### config.mk
export PLATFORM = sky130hd
export DESIGN_NAME = midi_channel_message_parser
export DESIGN_NICKNAME = d
export VERILOG_FILES = /design/src/rtl/mcmp_pkg.sv /design/src/rtl/midi_channel_message_parser.sv
export SDC_FILE = /design/constraint.sdc
export NUM_CORES = 1
export LEC_CHECK = 0
export BUFFER_PORTS_ARGS = -buffer_cell sky130_fd_sc_hd__buf_2
export CAP_MARGIN = 40
export CORE_ASPECT_RATIO = 1.5
export CORE_UTILIZATION = 59
export CTS_CLUSTER_DIAMETER = 200
export CTS_CLUSTER_SIZE = 20
export DETAILED_ROUTE_END_ITERATION = 10
export GPL_TIMING_DRIVEN = 0
export PLACE_DENSITY = 0.83
export SLEW_MARGIN = 20
export SYNTH_ARGS = -nofsm -noshare
export SYNTH_HDL_FRONTEND = slang
export SYNTH_SLANG_ARGS = --single-unit
### constraint.sdc
create_clock -name clk -period 4.4 [get_ports clk]
set_clock_uncertainty 0.1 [all_clocks]
set_input_delay 0.44 -clock clk [delete_from_list [all_inputs] [get_ports clk]]
set_output_delay 0.44 -clock clk [all_outputs]
set_load 0.01 [all_outputs]
### src/rtl/mcmp_pkg.sv
// Shared types and constants for the MIDI channel message parser.
package mcmp_pkg;

  // Command codes on the result channel
  typedef enum logic [2:0] {
    CMD_NOTE_OFF = 3'd0,
    CMD_NOTE_ON  = 3'd1,
    CMD_KEY_VOL  = 3'd2,
    CMD_XPOSE    = 3'd3,
    CMD_CUR_VOL  = 3'd4
  } cmd_t;

  // Status nibbles (upper four bits of a voice status byte)
  localparam logic [3:0] ST_NOTE_OFF  = 4'h8;
  localparam logic [3:0] ST_NOTE_ON   = 4'h9;
  localparam logic [3:0] ST_AFTER     = 4'hA;
  localparam logic [3:0] ST_CTRL      = 4'hB;
  localparam logic [3:0] ST_PROGRAM   = 4'hC;
  localparam logic [3:0] ST_PRESSURE  = 4'hD;
  localparam logic [3:0] ST_PITCH     = 4'hE;
  localparam logic [3:0] ST_SYSTEM    = 4'hF;

  // Channel number that a configuration write may not select
  localparam logic [3:0] CHAN_LOCKED  = 4'd9;

  // Program number that selects a transpose of two
  localparam logic [6:0] PROG_XPOSE   = 7'h47;
  localparam logic [6:0] XPOSE_AMOUNT = 7'd2;

  // Total message length in bytes for a status nibble, zero if not a voice message
  function automatic logic [1:0] msg_length(input logic [3:0] hi);
    logic [1:0] len;
    begin
      case (hi) inside
        ST_NOTE_OFF, ST_NOTE_ON, ST_AFTER, ST_CTRL, ST_PITCH: len = 2'd3;
        ST_PROGRAM, ST_PRESSURE:                               len = 2'd2;
        default:                                               len = 2'd0;
      endcase
      return len;
    end
  endfunction

endpackage

### src/rtl/midi_channel_message_parser.sv
// MIDI channel message parser: byte input register, message state, command output register.
//
// Takes one received MIDI byte per beat and assembles channel voice messages for the
// channel held in rx_channel (zero-based; a write of 9 is dropped). Note off, note on,
// aftertouch, program change and channel pressure each produce one command beat when
// their last data byte arrives; control change and pitch wheel complete silently.
// There is no running status, and bytes 0xF0 and above are ignored without disturbing
// a pending message. Each byte is held in the input register and its command, if any,
// is loaded into the output register as the byte leaves, so a byte can be accepted
// every cycle unless stalled; the output register frees the input side whenever it is
// empty or its beat is being taken. Write rx_channel only while no bytes are in flight.
module midi_channel_message_parser (
  input  logic       clk,
  input  logic       rst,
  // configuration
  input  logic       cfg_write,
  input  logic [3:0] rx_channel,
  // byte input
  input  logic       rx_valid,
  output logic       rx_stall,
  input  logic [7:0] rx_byte,
  // command output
  output logic       cmd_valid,
  input  logic       cmd_stall,
  output logic [2:0] cmd,
  output logic [6:0] key,
  output logic [6:0] value
);

  logic [3:0] channel;
  logic       in_valid;
  logic [7:0] in_byte;
  logic [3:0] pending_status, pending_status_next;
  logic [6:0] first_data, first_data_next;
  logic [1:0] expected_len, expected_len_next;
  logic [1:0] byte_count, byte_count_next;
  logic       proc;
  logic       emit;
  logic [2:0] cmd_next;
  logic [6:0] key_next, value_next;
  logic [6:0] fd;
  logic [1:0] len;
  logic [1:0] count_inc;

  // Advance the input register when the output register can take a result
  assign proc     = in_valid && (!cmd_valid || !cmd_stall);
  assign rx_stall = in_valid && !proc;

  // Hold the receive channel, drop writes of the locked channel
  always_ff @(posedge clk) begin
    if (rst) begin
      channel <= 4'd0;
    end else if (cfg_write && rx_channel != mcmp_pkg::CHAN_LOCKED) begin
      channel <= rx_channel;
    end
  end

  // Input register
  always_ff @(posedge clk) begin
    if (rst) begin
      in_valid <= 1'b0;
    end else if (!rx_stall) begin
      in_valid <= rx_valid;
    end
  end

  always_ff @(posedge clk) begin
    if (!rx_stall && rx_valid) begin
      in_byte <= rx_byte;
    end
  end

  // Decode one byte against the message state
  always_comb begin
    pending_status_next = pending_status;
    first_data_next     = first_data;
    expected_len_next   = expected_len;
    byte_count_next     = byte_count;
    emit                = 1'b0;
    cmd_next            = mcmp_pkg::CMD_NOTE_OFF;
    key_next            = 7'd0;
    value_next          = 7'd0;
    len                 = 2'd0;
    count_inc           = byte_count + 2'd1;
    fd                  = (byte_count == 2'd1) ? in_byte[6:0] : first_data;

    if (in_byte[7]) begin
      // status byte: system bytes leave the state alone
      if (in_byte[7:4] != mcmp_pkg::ST_SYSTEM) begin
        len = (in_byte[3:0] == channel) ? mcmp_pkg::msg_length(in_byte[7:4]) : 2'd0;
        expected_len_next = len;
        byte_count_next   = (len != 2'd0) ? 2'd1 : 2'd0;
        if (len != 2'd0) begin
          pending_status_next = in_byte[7:4];
        end
      end
    end else if (byte_count < expected_len) begin
      // data byte of a pending message
      if (byte_count == 2'd1) begin
        first_data_next = in_byte[6:0];
      end
      byte_count_next = count_inc;
      if (count_inc == expected_len) begin
        expected_len_next = 2'd0;
        case (pending_status)
          mcmp_pkg::ST_NOTE_OFF: begin
            emit     = 1'b1;
            cmd_next = mcmp_pkg::CMD_NOTE_OFF;
            key_next = fd;
          end
          mcmp_pkg::ST_NOTE_ON: begin
            emit       = 1'b1;
            cmd_next   = mcmp_pkg::CMD_NOTE_ON;
            key_next   = fd;
            value_next = in_byte[6:0];
          end
          mcmp_pkg::ST_AFTER: begin
            emit       = 1'b1;
            cmd_next   = mcmp_pkg::CMD_KEY_VOL;
            key_next   = fd;
            value_next = in_byte[6:0];
          end
          mcmp_pkg::ST_PROGRAM: begin
            emit       = 1'b1;
            cmd_next   = mcmp_pkg::CMD_XPOSE;
            value_next = (fd == mcmp_pkg::PROG_XPOSE) ? mcmp_pkg::XPOSE_AMOUNT : 7'd0;
          end
          mcmp_pkg::ST_PRESSURE: begin
            emit       = 1'b1;
            cmd_next   = mcmp_pkg::CMD_CUR_VOL;
            value_next = fd;
          end
          default: begin
            emit = 1'b0;
          end
        endcase
      end
    end
  end

  // Message state
  always_ff @(posedge clk) begin
    if (rst) begin
      pending_status <= 4'd0;
      first_data     <= 7'd0;
      expected_len   <= 2'd0;
      byte_count     <= 2'd0;
    end else if (proc) begin
      pending_status <= pending_status_next;
      first_data     <= first_data_next;
      expected_len   <= expected_len_next;
      byte_count     <= byte_count_next;
    end
  end

  // Output register: load on a result, drop the beat once taken
  always_ff @(posedge clk) begin
    if (rst) begin
      cmd_valid <= 1'b0;
    end else if (proc) begin
      cmd_valid <= emit;
    end else if (!cmd_stall) begin
      cmd_valid <= 1'b0;
    end
  end

  always_ff @(posedge clk) begin
    if (proc && emit) begin
      cmd   <= cmd_next;
      key   <= key_next;
      value <= value_next;
    end
  end

  // A new result only follows a byte leaving the input register
  a_result_source: assert property (@(posedge clk) disable iff (rst)
    $rose(cmd_valid) |-> $past(in_valid))
    else $error("result appeared without a byte in the input register");

  // Byte count stays below the length of a pending message
  a_count_range: assert property (@(posedge clk) disable iff (rst)
    expected_len != 2'd0 |-> byte_count < expected_len)
    else $error("byte count reached message length while pending");

  // Commands without a note carry key zero
  a_key_zero: assert property (@(posedge clk) disable iff (rst)
    cmd_valid && (cmd == mcmp_pkg::CMD_XPOSE || cmd == mcmp_pkg::CMD_CUR_VOL) |-> key == 7'd0)
    else $error("nonzero key on transpose or volume command");

  // Note off carries value zero
  a_note_off_value: assert property (@(posedge clk) disable iff (rst)
    cmd_valid && cmd == mcmp_pkg::CMD_NOTE_OFF |-> value == 7'd0)
    else $error("nonzero value on note off");

  // Command code stays within the defined set
  a_cmd_range: assert property (@(posedge clk) disable iff (rst)
    cmd_valid |-> cmd <= mcmp_pkg::CMD_CUR_VOL)
    else $error("undefined command code");

endmodule

==> reports/qor.txt <==
placed cell count - 270
Setup Slack @ Placement - 1.854 ns
outcome - complete, no violations
met3 WL - 197 um
most common cell after layout, fill and taps aside - buf_2
IR drop worst, VDD - 0.2440 mV
Crit path max-delay family - simple AND/OR/NAND/NOR gates
total wire length - 4.127 mm
I/O Buffers - 35
Clk Latency, worst-skew pair - 0.30 ns
initial core utilization - 61.87%
Area Growth Syn to Fin - 15.42%
postcts setup bufs - 0
initial antenna violation count - 0
layout cells sized above 1 - 23.31%
top sig layer - met4
final period demand of the worst path - 2.549 ns
setup slack after layout - 1.851 ns
Syn Std Cell Area - 2093 um2
CP startpoint - expected_len[1]
vias in the first global route - 1426
WP buf/inv - 1
commonest non-fill, non-tap cells in the layout - 39 x buf_2, 35 x nor2_1, 25 x edfxtp_1, 21 x dfxtp_1, 18 x mux2i_1
# setup viols final - 0
crit-path cells - inv_1 -> ha_1 -> a211oi_4 -> and3_2 -> and3_1
WHS - 0.2118 ns
FILL cells - 265
highest cell delay on the worst timing path - 0.62 ns
Syn Area/Cell - 10.85 um2
drt initial violations - 69
CP max-delay cell - and3_1
WL/cell - 14.85 um
startpoint types - flip-flop
setup TNS - 0 ns
die height - 74.95 um
dpl hpwl - 2.868 mm
Core Util, Final - 71.41%
Slew Limit Fails - 0
row count - 26
# diodes - 0
drt via density - 5.737
Ys Warns - 0
Setup Crit Path Kind - flip-flop to flip-flop
fmax - 0.3923 GHz
max_slew headroom - 53.31%
CTS sink count - 46
Syn Inst Count - 193
cts repair resizes - 0
Power Density - 321.7 nW/um2
max-cap viol count - 0
fin cells - 278
HP Class - primary input to flip-flop
M1 wire length - 1.613 mm
worst r2r src - expected_len[1]
clk buf depth - 2
Final ANT Viol Nets - 0
WP data arrival - 2.39 ns
WP data required - 4.24 ns
num ports - 36
Slew @ Worst Pin - 0.7004 ns
critical path peak fanout - 17
top cell type's share of synthesized area - 35.86%
hold_buf cts - 0
Post-DP Area - 2321 um2
CTS buffer count - 5
RSZ-0062 raised after global routing - no
GRT Total Usage - 23.97%
Net count, final - 255
overall die area - 3795 um2
post-synth top area cell - edfxtp_1
largest net degree at the start of global routing - 18
static leakage - 0.8344 nW
Clk Tree Root Cell - clkbuf_8
FF+latch count, synth - 46
register area share after synthesis - 55.95%
core area - 3383 um2
Critical Path Sink Type - flip-flop
die span in x - 50.64 um
global placement routability congestion - 0.8713
Overflow after GRT - 0
Yosys cell types - 38
hold path start - rx_byte[5]
Hold Vio Cnt, Final - 0
design area - 2416 um2
CTS tree - yes
ranking of synthesized cells by area - edfxtp_1 36%, dfxtp_1 20%, mux2i_1 8.6%
Power Total - 0.7772 mW
fin crit share - 57.94%
synthesized net count - 213
via count - 1595
Reg clk slew, reported paths - 0.08 ns
H-tree Lvls - 2
drt pass-1 iters - 5
DRC - 0
first-pass GRT wire length - 6.437 mm
DR WL met2 - 2.180 mm
metal layers:
layer	vias to the layer above	GRT usage (%)
li1	767	-
met5	-	0
met1	749	24.93
met2	63	41.48
met3	16	6.263
met4	0	17.59
worst paths after layout:
kind	end	slack, ns	depth (start not counted)
worst max-delay path	value[0]	1.85	5
worst min-delay path	in_byte[5]	0.21	1
worst max register to register	value[0]	1.85	5
worst min register to register	channel[1]	0.38	2
report_power, final:
part	switching [mW]	internal [mW]	total [mW]
registers	0.0108	0.458	0.468
logic	0.0222	0.0184	0.0406
clock network	0.142	0.126	0.268
total	0.175	0.602	0.777
worst register-to-register path: stages (launching register included):
cell      delay (ns)
dfxtp_1         0.35
inv_1           0.06
ha_1            0.33
a211oi_4        0.42
and3_2          0.30
and3_1          0.62
flip-flops by register name, indices dropped and copies added, names as in the netlist:
name            count
cmd                 3
byte_count          2
in_valid            1
cmd_valid           1
pending_status      4
in_byte             8
value               7
expected_len        2
channel             4
key                 7
first_data          7
Yosys cell counts:
library cell	instances
o31ai_1	1
nand2b_1	2
and3_1	2
o21ai_1	2
nor3b_1	4
xnor2_1	7
clkbuf_1	3
nand3b_1	1
nand3_1	4
nand2_2	1
and3_2	1
a21oi_1	6
a211oi_1	3
a221oi_1	1
a211oi_4	1
nor2b_1	2
ha_1	3
a2bb2oi_1	2
nor3_1	3
edfxtp_1	25
or3_1	1
or2_2	1
buf_2	4
nand2_1	13
o21a_1	1
a22oi_1	7
and2_1	2
nand4b_1	1
nand3_2	2
nor2_1	35
or4_1	1
o21ai_0	2
mux2i_1	18
nor3_4	1
o221a_2	1
dfxtp_1	21
nand4_1	1
inv_1	7
cells by family after synthesis:
kind of cell | count (synthesis) | share of synthesized area, %
buf+inv | 14 | 2.750
compound gates | 27 | 9.445
flops | 46 | 55.95
mux | 18 | 8.607
simple gates | 78 | 18.53
xor+xnor | 7 | 2.929
fa+ha+maj | 3 | 1.793
final cells by class:
type                       count  area, um2  share of cell area (%)
sequential                    46       1171                   48.47
multi-input combinational    133      864.6                   35.78
timing repair buffer          35      175.2                   7.250
clock buffer                   6      82.58                   3.418
tap                           42      52.55                   2.175
buffer                         7      31.28                   1.295
inverter                       7      26.28                   1.088
clock inverter                 2      12.51                  0.5179
(Power assumes the default switching activity.)
